<file path="config.mk">
export PLATFORM = sky130hd
export DESIGN_NAME = latency_rate_controller_core
export DESIGN_NICKNAME = d
export VERILOG_FILES = /design/src/sv/lrc_pkg.sv /design/src/sv/lrc_div.sv /design/src/sv/lrc_datapath.sv /design/src/sv/lrc_ctrl.sv /design/src/sv/latency_rate_controller_core.sv
export SDC_FILE = /design/constraint.sdc
export NUM_CORES = 2
export LEC_CHECK = 0
export ABC_AREA = 1
export BUFFER_PORTS_ARGS = -buffer_cell sky130_fd_sc_hd__buf_2
export CORE_ASPECT_RATIO = 1.2
export CORE_MARGIN = 1.5
export CORE_UTILIZATION = 55
export DETAILED_ROUTE_END_ITERATION = 8
export GPL_TIMING_DRIVEN = 0
export PLACE_DENSITY = 0.74
export SYNTH_ARGS = -nofsm -noshare
export SYNTH_HDL_FRONTEND = slang
export SYNTH_SLANG_ARGS = --single-unit
export TNS_END_PERCENT = 30
</file>
<file path="constraint.sdc">
create_clock -name clk -period 8.95 [get_ports clk]
set_clock_uncertainty 0.1 [all_clocks]
set_input_delay 0.4475 -clock clk [delete_from_list [all_inputs] [get_ports clk]]
set_output_delay 0.4475 -clock clk [all_outputs]
set_load 0.1 [all_outputs]
</file>
<file path="src/sv/lrc_pkg.sv">
// Shared types, constants and command codes for the latency rate controller.
package lrc_pkg;

  // Register indexes on the configuration port
  localparam logic [2:0] REG_MIN_RATE      = 3'd0;
  localparam logic [2:0] REG_RATE_FLOOR    = 3'd1;
  localparam logic [2:0] REG_SLOWDOWN_Q16  = 3'd2;
  localparam logic [2:0] REG_SPEEDUP_Q8    = 3'd3;
  localparam logic [2:0] REG_PROBLEM_TMO   = 3'd4;
  localparam logic [2:0] REG_MEASURE_WIN   = 3'd5;

  // Register reset values
  localparam logic [31:0] MIN_RATE_RST     = 32'd10000;
  localparam logic [31:0] RATE_FLOOR_RST   = 32'd20000;
  localparam logic [16:0] SLOWDOWN_RST     = 17'd58982;
  localparam logic [9:0]  SPEEDUP_RST      = 10'd282;
  localparam logic [15:0] PROBLEM_TMO_RST  = 16'd1000;
  localparam logic [15:0] MEASURE_WIN_RST  = 16'd250;

  // Divider geometry
  localparam int DIV_W     = 48;
  localparam int DIV_CNT_W = $clog2(DIV_W);
  localparam logic [DIV_CNT_W-1:0] DIV_LAST = DIV_CNT_W'(DIV_W - 1);

  // Datapath commands
  typedef enum logic [3:0] {
    DP_NONE,
    DP_CAPTURE,
    DP_BYTES,
    DP_LAT,
    DP_DECIDE,
    DP_MUL_BYTES,
    DP_DIV_WIN,
    DP_WIN_DONE,
    DP_DIV_RATIO,
    DP_RATIO_DONE,
    DP_SCALE,
    DP_APPLY,
    DP_OUT
  } dp_op_t;

  // Datapath status back to the controller
  typedef struct packed {
    logic ratio_path;
    logic measure;
    logic div_done;
    logic kept;
  } dp_stat_t;

endpackage

</file>
<file path="src/sv/lrc_div.sv">
// Restoring divider, one quotient bit per cycle.
module lrc_div (
  input  logic                       clk,
  input  logic                       rst_n,
  input  logic                       start,
  input  logic [lrc_pkg::DIV_W-1:0]  dividend,
  input  logic [31:0]                divisor,
  output logic                       done,
  output logic [lrc_pkg::DIV_W-1:0]  quotient
);
  import lrc_pkg::*;

  logic                 busy_r, busy_nxt;
  logic                 done_r, done_nxt;
  logic [DIV_CNT_W-1:0] cnt_r, cnt_nxt;
  logic [31:0]          rem_r, rem_nxt;
  logic [DIV_W-1:0]     quo_r, quo_nxt;
  logic [31:0]          dvs_r, dvs_nxt;
  logic [32:0]          trial;
  logic [32:0]          diff;
  logic                 ge;

  // One trial subtraction per step
  assign trial = {rem_r, quo_r[DIV_W-1]};
  assign diff  = trial - {1'b0, dvs_r};
  assign ge    = trial >= {1'b0, dvs_r};

  always_comb begin
    busy_nxt = busy_r;
    done_nxt = 1'b0;
    cnt_nxt  = cnt_r;
    rem_nxt  = rem_r;
    quo_nxt  = quo_r;
    dvs_nxt  = dvs_r;
    if (start) begin
      busy_nxt = 1'b1;
      cnt_nxt  = '0;
      rem_nxt  = '0;
      quo_nxt  = dividend;
      dvs_nxt  = divisor;
    end else if (busy_r) begin
      rem_nxt = ge ? diff[31:0] : trial[31:0];
      quo_nxt = {quo_r[DIV_W-2:0], ge};
      cnt_nxt = cnt_r + 1'b1;
      if (cnt_r == DIV_LAST) begin
        busy_nxt = 1'b0;
        done_nxt = 1'b1;
      end
    end
  end

  always_ff @(posedge clk) begin
    if (!rst_n) begin
      busy_r <= 1'b0;
      done_r <= 1'b0;
      cnt_r  <= '0;
    end else begin
      busy_r <= busy_nxt;
      done_r <= done_nxt;
      cnt_r  <= cnt_nxt;
    end
    rem_r <= rem_nxt;
    quo_r <= quo_nxt;
    dvs_r <= dvs_nxt;
  end

  assign done     = done_r;
  assign quotient = quo_r;

endmodule

</file>
<file path="src/sv/lrc_datapath.sv">
// State, configuration, multiplier and divider of the rate controller.
module lrc_datapath (
  input  logic              clk,
  input  logic              rst_n,
  input  lrc_pkg::dp_op_t   op,
  output lrc_pkg::dp_stat_t stat,
  input  logic              cfg_we,
  input  logic [2:0]        cfg_index,
  input  logic [31:0]       cfg_wdata,
  input  logic [15:0]       in_latency_ms,
  input  logic [15:0]       in_sent_length,
  input  logic [31:0]       in_now_ms,
  output logic [31:0]       out_send_rate,
  output logic              out_in_problem,
  output logic [31:0]       out_measured_rate
);
  import lrc_pkg::*;

  // Configuration
  logic [31:0] min_rate_r, rate_floor_r;
  logic [16:0] slowdown_r;
  logic [9:0]  speedup_r;
  logic [15:0] problem_tmo_r, measure_win_r;

  // Captured item
  logic [15:0] lat_r, len_r;
  logic [31:0] now_r;

  // Controller state
  logic [15:0] ring0_r, ring1_r;
  logic [15:0] local_min_r, global_min_r, newest_r, older_r;
  logic        problem_r;
  logic [31:0] since_r, rate_r, base_r, real_r, sum_r, win_start_r;
  logic [48:0] mul_r;
  logic        lt_r;
  logic [16:0] ratio_r;

  // Output register
  logic [31:0] o_rate_r, o_real_r;
  logic        o_problem_r;

  // Derived values
  logic [16:0] n_v, g_v, l_v;
  logic [19:0] g7, l5;
  logic [18:0] g3;
  logic [17:0] n2;
  logic [31:0] elapsed, win_e, half_base;
  logic        leave, emerg, rescue;
  logic [32:0] sum_add;
  logic [31:0] mul_a;
  logic [16:0] mul_b;
  logic [48:0] mul_p;
  logic        div_start;
  logic [DIV_W-1:0] div_dvd, div_q;
  logic [31:0] div_dvs;
  logic        div_done;
  logic [31:0] slow_v, fast_v;
  logic [33:0] real_x4, rate_p1;

  assign n_v = {1'b0, newest_r} + 17'd100;
  assign g_v = {1'b0, global_min_r} + 17'd100;
  assign l_v = {1'b0, local_min_r} + 17'd100;
  assign g7  = 20'(g_v) * 20'd7;
  assign g3  = 19'(g_v) * 19'd3;
  assign l5  = 20'(l_v) * 20'd5;
  assign n2  = {n_v, 1'b0};

  assign elapsed = now_r - since_r;
  assign win_e   = now_r - win_start_r;
  assign leave   = (19'(n_v) < g3) || (elapsed >= {16'd0, problem_tmo_r});
  assign emerg   = 20'(n_v) > g7;
  assign rescue  = 20'(n2) > l5;
  assign half_base = {1'b0, base_r[31:1]};
  assign sum_add = {1'b0, sum_r} + {17'd0, len_r};

  // Shared multiplier operands
  always_comb begin
    mul_a = base_r;
    mul_b = lt_r ? ratio_r : {7'd0, speedup_r};
    if (op == DP_MUL_BYTES) begin
      mul_a = sum_r;
      mul_b = 17'd1000;
    end
  end
  assign mul_p = 49'(mul_a) * 49'(mul_b);

  // Divider operands
  assign div_start = (op == DP_DIV_WIN) || (op == DP_DIV_RATIO);
  always_comb begin
    if (op == DP_DIV_RATIO) begin
      div_dvd = DIV_W'({({1'b0, older_r} + 17'd10), 16'd0});
      div_dvs = {15'd0, ({1'b0, newest_r} + 17'd10)};
    end else begin
      div_dvd = mul_r[DIV_W-1:0];
      div_dvs = win_e;
    end
  end

  lrc_div u_div (
    .clk      (clk),
    .rst_n    (rst_n),
    .start    (div_start),
    .dividend (div_dvd),
    .divisor  (div_dvs),
    .done     (div_done),
    .quotient (div_q)
  );

  // Candidate rates after the ratio step
  assign slow_v  = (mul_r[47:16] < rate_floor_r) ? rate_floor_r : mul_r[47:16];
  assign fast_v  = (mul_r[48:40] != 9'd0) ? 32'hFFFF_FFFF : mul_r[39:8];
  assign real_x4 = {real_r, 2'b00};
  assign rate_p1 = {2'b00, rate_r} + 34'd1;

  assign stat.ratio_path = !problem_r && !emerg && !rescue;
  assign stat.measure    = (win_e != 32'd0) && (win_e >= {16'd0, measure_win_r});
  assign stat.div_done   = div_done;
  assign stat.kept       = !lt_r && (real_x4 < rate_p1);

  // Configuration writes
  always_ff @(posedge clk) begin
    if (!rst_n) begin
      min_rate_r    <= MIN_RATE_RST;
      rate_floor_r  <= RATE_FLOOR_RST;
      slowdown_r    <= SLOWDOWN_RST;
      speedup_r     <= SPEEDUP_RST;
      problem_tmo_r <= PROBLEM_TMO_RST;
      measure_win_r <= MEASURE_WIN_RST;
    end else if (cfg_we) begin
      unique case (cfg_index)
        REG_MIN_RATE:     min_rate_r    <= cfg_wdata;
        REG_RATE_FLOOR:   rate_floor_r  <= cfg_wdata;
        REG_SLOWDOWN_Q16: slowdown_r    <= cfg_wdata[16:0];
        REG_SPEEDUP_Q8:   speedup_r     <= cfg_wdata[9:0];
        REG_PROBLEM_TMO:  problem_tmo_r <= cfg_wdata[15:0];
        REG_MEASURE_WIN:  measure_win_r <= cfg_wdata[15:0];
        default: ;
      endcase
    end
  end

  // Controller state updates per command
  always_ff @(posedge clk) begin
    if (!rst_n) begin
      ring0_r      <= '0;
      ring1_r      <= '0;
      local_min_r  <= 16'hFFFF;
      global_min_r <= 16'hFFFF;
      newest_r     <= '0;
      problem_r    <= 1'b0;
      since_r      <= '0;
      rate_r       <= MIN_RATE_RST;
      base_r       <= MIN_RATE_RST;
      real_r       <= '0;
      sum_r        <= '0;
      win_start_r  <= '0;
    end else begin
      unique case (op)
        DP_BYTES: begin
          sum_r <= sum_add[32] ? 32'hFFFF_FFFF : sum_add[31:0];
        end
        DP_LAT: begin
          if (local_min_r > lat_r) local_min_r <= lat_r;
          if (global_min_r > lat_r) global_min_r <= lat_r;
          ring0_r  <= lat_r;
          ring1_r  <= ring0_r;
          newest_r <= (ring0_r < lat_r) ? ring0_r : lat_r;
        end
        DP_DECIDE: begin
          priority if (problem_r) begin
            if (leave) problem_r <= 1'b0;
            base_r <= rate_r;
          end else if (emerg) begin
            rate_r    <= min_rate_r;
            base_r    <= min_rate_r;
            since_r   <= now_r;
            problem_r <= 1'b1;
          end else if (rescue) begin
            rate_r      <= (half_base < rate_floor_r) ? rate_floor_r : half_base;
            base_r      <= (half_base < rate_floor_r) ? rate_floor_r : half_base;
            local_min_r <= newest_r;
          end else begin
          end
        end
        DP_WIN_DONE: begin
          real_r      <= (div_q[DIV_W-1:32] != '0) ? 32'hFFFF_FFFF : div_q[31:0];
          win_start_r <= now_r;
          sum_r       <= '0;
        end
        DP_APPLY: begin
          rate_r <= lt_r ? slow_v : fast_v;
          base_r <= lt_r ? slow_v : fast_v;
        end
        default: ;
      endcase
    end
  end

  // Payload registers
  always_ff @(posedge clk) begin
    if (op == DP_CAPTURE) begin
      lat_r <= in_latency_ms;
      len_r <= in_sent_length;
      now_r <= in_now_ms;
    end
    if (op == DP_LAT) older_r <= (ring1_r < ring0_r) ? ring1_r : ring0_r;
    if (op == DP_MUL_BYTES || op == DP_SCALE) mul_r <= mul_p;
    if (op == DP_RATIO_DONE) begin
      lt_r    <= div_q < DIV_W'(slowdown_r);
      ratio_r <= div_q[16:0];
    end
    if (op == DP_OUT) begin
      o_rate_r    <= rate_r;
      o_problem_r <= problem_r;
      o_real_r    <= real_r;
    end
  end

  assign out_send_rate     = o_rate_r;
  assign out_in_problem    = o_problem_r;
  assign out_measured_rate = o_real_r;

endmodule

</file>
<file path="src/sv/lrc_ctrl.sv">
// Sequencer that steps the datapath through one item and drives the handshakes.
module lrc_ctrl (
  input  logic              clk,
  input  logic              rst_n,
  input  logic              in_valid,
  output logic              in_ready,
  input  logic              in_action,
  output logic              out_valid,
  input  logic              out_ready,
  input  lrc_pkg::dp_stat_t stat,
  output lrc_pkg::dp_op_t   op
);
  import lrc_pkg::*;

  typedef enum logic [3:0] {
    ST_IDLE, ST_BYTES, ST_LAT, ST_DECIDE, ST_MULB, ST_DIVW_GO, ST_DIVW_WAIT,
    ST_DIVR_GO, ST_DIVR_WAIT, ST_SCALE, ST_APPLY, ST_OUT
  } state_t;

  state_t state_r, state_nxt;
  logic   out_valid_r, out_valid_nxt;

  always_comb begin
    state_nxt     = state_r;
    out_valid_nxt = out_valid_r && !out_ready;
    op            = DP_NONE;
    unique case (state_r)
      ST_IDLE: begin
        if (in_valid) begin
          op        = DP_CAPTURE;
          state_nxt = in_action ? ST_BYTES : ST_LAT;
        end
      end
      ST_BYTES: begin
        op        = DP_BYTES;
        state_nxt = ST_OUT;
      end
      ST_LAT: begin
        op        = DP_LAT;
        state_nxt = ST_DECIDE;
      end
      ST_DECIDE: begin
        op = DP_DECIDE;
        priority if (!stat.ratio_path) state_nxt = ST_OUT;
        else if (stat.measure)         state_nxt = ST_MULB;
        else                           state_nxt = ST_DIVR_GO;
      end
      ST_MULB: begin
        op        = DP_MUL_BYTES;
        state_nxt = ST_DIVW_GO;
      end
      ST_DIVW_GO: begin
        op        = DP_DIV_WIN;
        state_nxt = ST_DIVW_WAIT;
      end
      ST_DIVW_WAIT: begin
        if (stat.div_done) begin
          op        = DP_WIN_DONE;
          state_nxt = ST_DIVR_GO;
        end
      end
      ST_DIVR_GO: begin
        op        = DP_DIV_RATIO;
        state_nxt = ST_DIVR_WAIT;
      end
      ST_DIVR_WAIT: begin
        if (stat.div_done) begin
          op        = DP_RATIO_DONE;
          state_nxt = ST_SCALE;
        end
      end
      ST_SCALE: begin
        op        = DP_SCALE;
        state_nxt = ST_APPLY;
      end
      ST_APPLY: begin
        // the kept case leaves rate and base alone
        if (!stat.kept) op = DP_APPLY;
        state_nxt = ST_OUT;
      end
      ST_OUT: begin
        if (!out_valid_r || out_ready) begin
          op            = DP_OUT;
          out_valid_nxt = 1'b1;
          state_nxt     = ST_IDLE;
        end
      end
      default: state_nxt = ST_IDLE;
    endcase
  end

  always_ff @(posedge clk) begin
    if (!rst_n) begin
      state_r     <= ST_IDLE;
      out_valid_r <= 1'b0;
    end else begin
      state_r     <= state_nxt;
      out_valid_r <= out_valid_nxt;
    end
  end

  assign in_ready  = (state_r == ST_IDLE);
  assign out_valid = out_valid_r;

endmodule

</file>
<file path="src/sv/latency_rate_controller_core.sv">
// Top level of the latency rate controller: sequencer plus datapath.
// A bytes-sent item runs capture, bytes and output; a latency item runs
// capture, latency, decide and output, with ratio division, scale and
// apply before output unless the outcome is problem, emergency or rescue.
// The long paths wait on the shared 48-step restoring divider, run once for
// the latency ratio and once for the throughput when the window is also
// recomputed. A finished result sits in an output register, so the next
// item is taken while it waits; rate_r resets to the min_rate reset value.
module latency_rate_controller_core (
  input  logic        clk,
  input  logic        rst_n,
  input  logic        in_valid,
  output logic        in_ready,
  input  logic        in_action,
  input  logic [15:0] in_latency_ms,
  input  logic [15:0] in_sent_length,
  input  logic [31:0] in_now_ms,
  output logic        out_valid,
  input  logic        out_ready,
  output logic [31:0] out_send_rate,
  output logic        out_in_problem,
  output logic [31:0] out_measured_rate,
  input  logic        cfg_we,
  input  logic [2:0]  cfg_index,
  input  logic [31:0] cfg_wdata
);
  import lrc_pkg::*;

  dp_op_t   op;
  dp_stat_t stat;

  lrc_ctrl u_ctrl (
    .clk       (clk),
    .rst_n     (rst_n),
    .in_valid  (in_valid),
    .in_ready  (in_ready),
    .in_action (in_action),
    .out_valid (out_valid),
    .out_ready (out_ready),
    .stat      (stat),
    .op        (op)
  );

  lrc_datapath u_dp (
    .clk               (clk),
    .rst_n             (rst_n),
    .op                (op),
    .stat              (stat),
    .cfg_we            (cfg_we),
    .cfg_index         (cfg_index),
    .cfg_wdata         (cfg_wdata),
    .in_latency_ms     (in_latency_ms),
    .in_sent_length    (in_sent_length),
    .in_now_ms         (in_now_ms),
    .out_send_rate     (out_send_rate),
    .out_in_problem    (out_in_problem),
    .out_measured_rate (out_measured_rate)
  );

endmodule

</file>
==> metrics.md <==
| Metric | Value |
|---|---|
| Vias in the first global route | `59,854` |
| Total Nets Final | `9,874` |
| Met2 usage | `0.693` |
| Final Hold Fails | `0` |
| Crit path DAT | `9.11 ns` |
| Row cnt | `136` |
| Drt first pass iters | `6` |
| Final setup fails | `0` |
| Tmin final | `8.76 ns` |
| DRC | `0` |
| Biggest register | `u_dp.mul_r` |
| Reg clk slew, reported paths | `0.06 ns` |
| Register area share after synthesis | `0.276` |
| Cts bufs inserted | `84` |
| Power, Total | `27.1 mW` |
| Critical path capture point type | `register` |
| Avg Synthesized Cell Area | `7.60 µm²` |
| Critical Path Source Type | `register` |
| WS Path Type | `register to register` |
| Clk network pwr share | `0.139` |
| Met1 Use GR | `0.469` |
| Multiplexer share of the synthesized area | `0.000942` |
| Clock Sinks | `733` |
| Leak | `33.2 nW` |
| P_int | `12.9 mW` |
| RSZ-0062 raised after global routing | `true` |
| Post-synth top area share | `0.148` |
| Gr ovfl total | `0` |
| Fin. max-slew vios | `0` |
| Dominant cells by area after synthesis | `fa_1 15%, dfxtp_1 14%, edfxtp_1 14%, ha_1 11%, nand2_1 11%` |
| Largest net degree at the start of global routing | `45` |
| GRT Overall Usage | `0.419` |
| NetSw | `14.2 mW` |
| Hpwl dp | `199 mm` |
| Logic gate share of total power | `0.673` |
| MaxCap Viol Count | `0` |
| Relative slew slack | `0.0379` |
| Reg-to-reg slack, setup | `0.19 ns` |
| R2R cell count | `23` |
| I/O Buffers | `170` |
| Hold path start | `cfg_wdata[3]` |
| DRC marker count from the first detailed-route iteration | `5,352` |
| Synth unique cells | `60` |
| Number of synthesized flops with an enable pin | `292` |
| Placeable Area | `115,000 µm²` |
| Share of cells above drive strength 1 | `0.0554` |
| Switching Share | `0.523` |
| CP Data Required Time | `9.30 ns` |
| Worst hold path type | `primary input to register` |
| Hold Path Sink | `u_dp.min_rate_r[3]$_SDFFE_PN0P_` |
| Peak supply drop | `461 µV` |
| Post-Layout Cell Count | `10,339` |
| First-pass GRT wire length | `366 mm` |
| Synthesized area | `63,800 µm²` |
| RR Endpoint | `u_dp.mul_r[35]$_DFFE_PP_` |
| Compound-Gate Fraction of Synth Area | `0.143` |
| Gpl congestion | `1.03` |
| Post-route design area | `71,000 µm²` |
| Period utilization | `0.979` |
| Synth Area in Adders | `0.256` |
| Avg WL per Cell | `23.9 µm` |
| Commonest cells post-synth | `1,799 x nand2_1, 1,423 x inv_1, 763 x nor2_1` |
| Largest register FFs | `49` |
| Die W | `314 µm` |
| Io pins | `172` |
| Most common cell in the netlist | `nand2_1` |
| CTS H-Tree Depth | `3` |
| XOR/XNOR Fraction of Synth Area | `0.0288` |
| Clock root cell | `clkbuf_16` |
| Area share of and/or/nand/nor cells after synthesis | `0.191` |
| Post-Route WL | `247 mm` |
| Crit path max fanout | `10` |
| Post-synth top area cell | `fa_1` |
| GRT Max-Usage Layer | `met2` |
| Vias | `59,726` |
| Status | `finished clean` |
| Layout area overhead | `11.2%` |
| Post-synthesis async set-or-reset flop share | `0` |
| Final worst slack | `0.191 ns` |
| Clk_lat worst skew | `0.73 ns` |
| Initial antenna violation count | `7` |
| CTS Buffer Depth | `3` |
| Initial Utilization | `0.555` |
| Worst-margin pin slew | `1.44 ns` |
| Register share of total power | `0.188` |
| Placed Instances | `10,088` |
| Post-DP Area | `66,800 µm²` |
| PwrDens | `382 nW/µm²` |
| Hold Crit Depth | `3` |
| Syn Inst Count | `8,390` |
| Die height | `376 µm` |
| Flops & latches, synth | `733` |
| CTS tree | `done` |
| Met3 usage | `0.0787` |
| Largest family of logic cells by synthesized area | `adder cells` |
| Yosys synthesis warning count | `0` |
| Routed Antenna Nets | `0` |
| Fmax | `0.114 GHz` |
| Post-place setup slack | `-1.38 ns` |
| RR Startpoint | `u_dp.lt_r$_DFFE_PN_` |
| Syn_nets | `9,520` |
| Vias/cell | `5.78` |
| Final Util | `0.618` |
| Die footprint | `118,000 µm²` |
| Synth Flop Type | `dfxtp_1` |
==> metal layers <==
metal / part of all wire / vias up
li1: - / 27730
met1: 0.36 / 28393
met3: 0.081 / 895
met2: 0.46 / 2698
met4: 0.10 / 10
met5: 0.00026 / -
==> layout make-up <==
type	count	area, µm²
tap	1518	1900
clock buffer	114	2390
antenna	5	12.5
timing repair buffer	269	1950
inverter	1443	5420
buffer	287	1210
sequential	733	17600
multi-input combinational	5926	39900
clock inverter	44	617
fill	10514	43900
==> logic make-up after synthesis <==
logic type / count (synthesis)
AND/OR/NAND/NOR: 3024
buffers and inverters: 1731
AO/OA/AOI/OAI: 1661
adder cells (fa/ha/maj): 1025
flip-flops: 733
XOR/XNOR: 210
multiplexers: 6
==> worst max-delay path, stage by stage (launching register included) <==
cell	delay, ns
edfxtp_1	0.35
buf_2	0.19
inv_1	0.52
nor2_1	0.29
nand2_1	0.48
buf_1	0.85
nor2_1	0.19
fa_1	0.56
fa_1	0.53
fa_1	0.52
fa_1	0.53
fa_1	0.55
inv_1	0.05
fa_1	0.76
inv_1	0.09
ha_1	0.37
nand2_1	0.11
nor2_1	0.16
nand2_1	0.14
nor4_4	0.32
a21oi_1	0.19
o31ai_2	0.36
a21oi_1	0.13
xnor2_1	0.16
==> how the worst max path moves through the flow <==
stage,from,endpoint,slack (ns),cells after the start
CTS,u_ctrl.state_r[2]$_SDFFE_PN0P_,u_dp.mul_r[36]$_DFFE_PP_,-0.00003,27
global route,u_dp.lt_r$_DFFE_PN_,u_dp.mul_r[36]$_DFFE_PP_,-0.02,23
floorplan,u_ctrl.state_r[2]$_SDFFE_PN0P_,u_dp.mul_r[35]$_DFFE_PP_,1.91,28
finish,u_dp.lt_r$_DFFE_PN_,u_dp.mul_r[35]$_DFFE_PP_,0.19,23
detailed placement,u_ctrl.state_r[2]$_SDFFE_PN0P_,u_dp.mul_r[35]$_DFFE_PP_,-1.38,28
global placement,u_dp.lt_r$_DFFE_PN_,u_dp.mul_r[35]$_DFFE_PP_,-1.55,24
==> power groups by stage <==
| stage | sequential [mW] | combinational (mW) | clock [mW] |
|---|---|---|---|
| detailed placement | 5.09 | 17.7 | 0 |
| finish | 5.10 | 18.2 | 3.76 |
| floorplan | 4.73 | 13.0 | 0 |
| global placement | 5.11 | 17.4 | 0 |
| CTS | 5.03 | 17.9 | 3.77 |
| global route | 5.11 | 20.6 | 3.90 |
==> through the flow <==
step	setup TNS [ns]	hold slack (ns)
after floorplan	0	0.306
final	0	0.0689
after detailed placement	-24.40	0.342
after global routing	-0.0187	0.0423
after global placement	-31.85	0.335
after CTS	-0.0000258	0.0277
==> layout by cell type, fill, tap and decap left out, types with 31 or more instances in the layout <==
cell type and n:
a31oi_1 31, xnor2_1 84, dlygate4sd3_1 82, nand2_1 1796, buf_2 198, o21ai_0 553
nand4_1 82, dfxtp_1 441, nor2_1 758, fa_1 470, clkbuf_1 222, xor2_1 126
edfxtp_1 292, o211ai_1 107, clkbuf_16 87, a21oi_1 727, inv_1 1422, o21bai_1 44
nand3_1 230, nor3_1 64, ha_1 555
==> repair_timing <==
| action | 4_1_cts | 5_1_grt |
|---|---|---|
| pin swaps | 0 | 3 |
| hold buffers | 82 | 0 |
| resized for setup | 59 | 43 |
| endpoints found under the hold margin | 91 | 0 |
| setup buffers | 0 | 7 |
| setup endpoints to repair | 33 | 22 |
No activity file was read; power rests on OpenSTA's default activity.
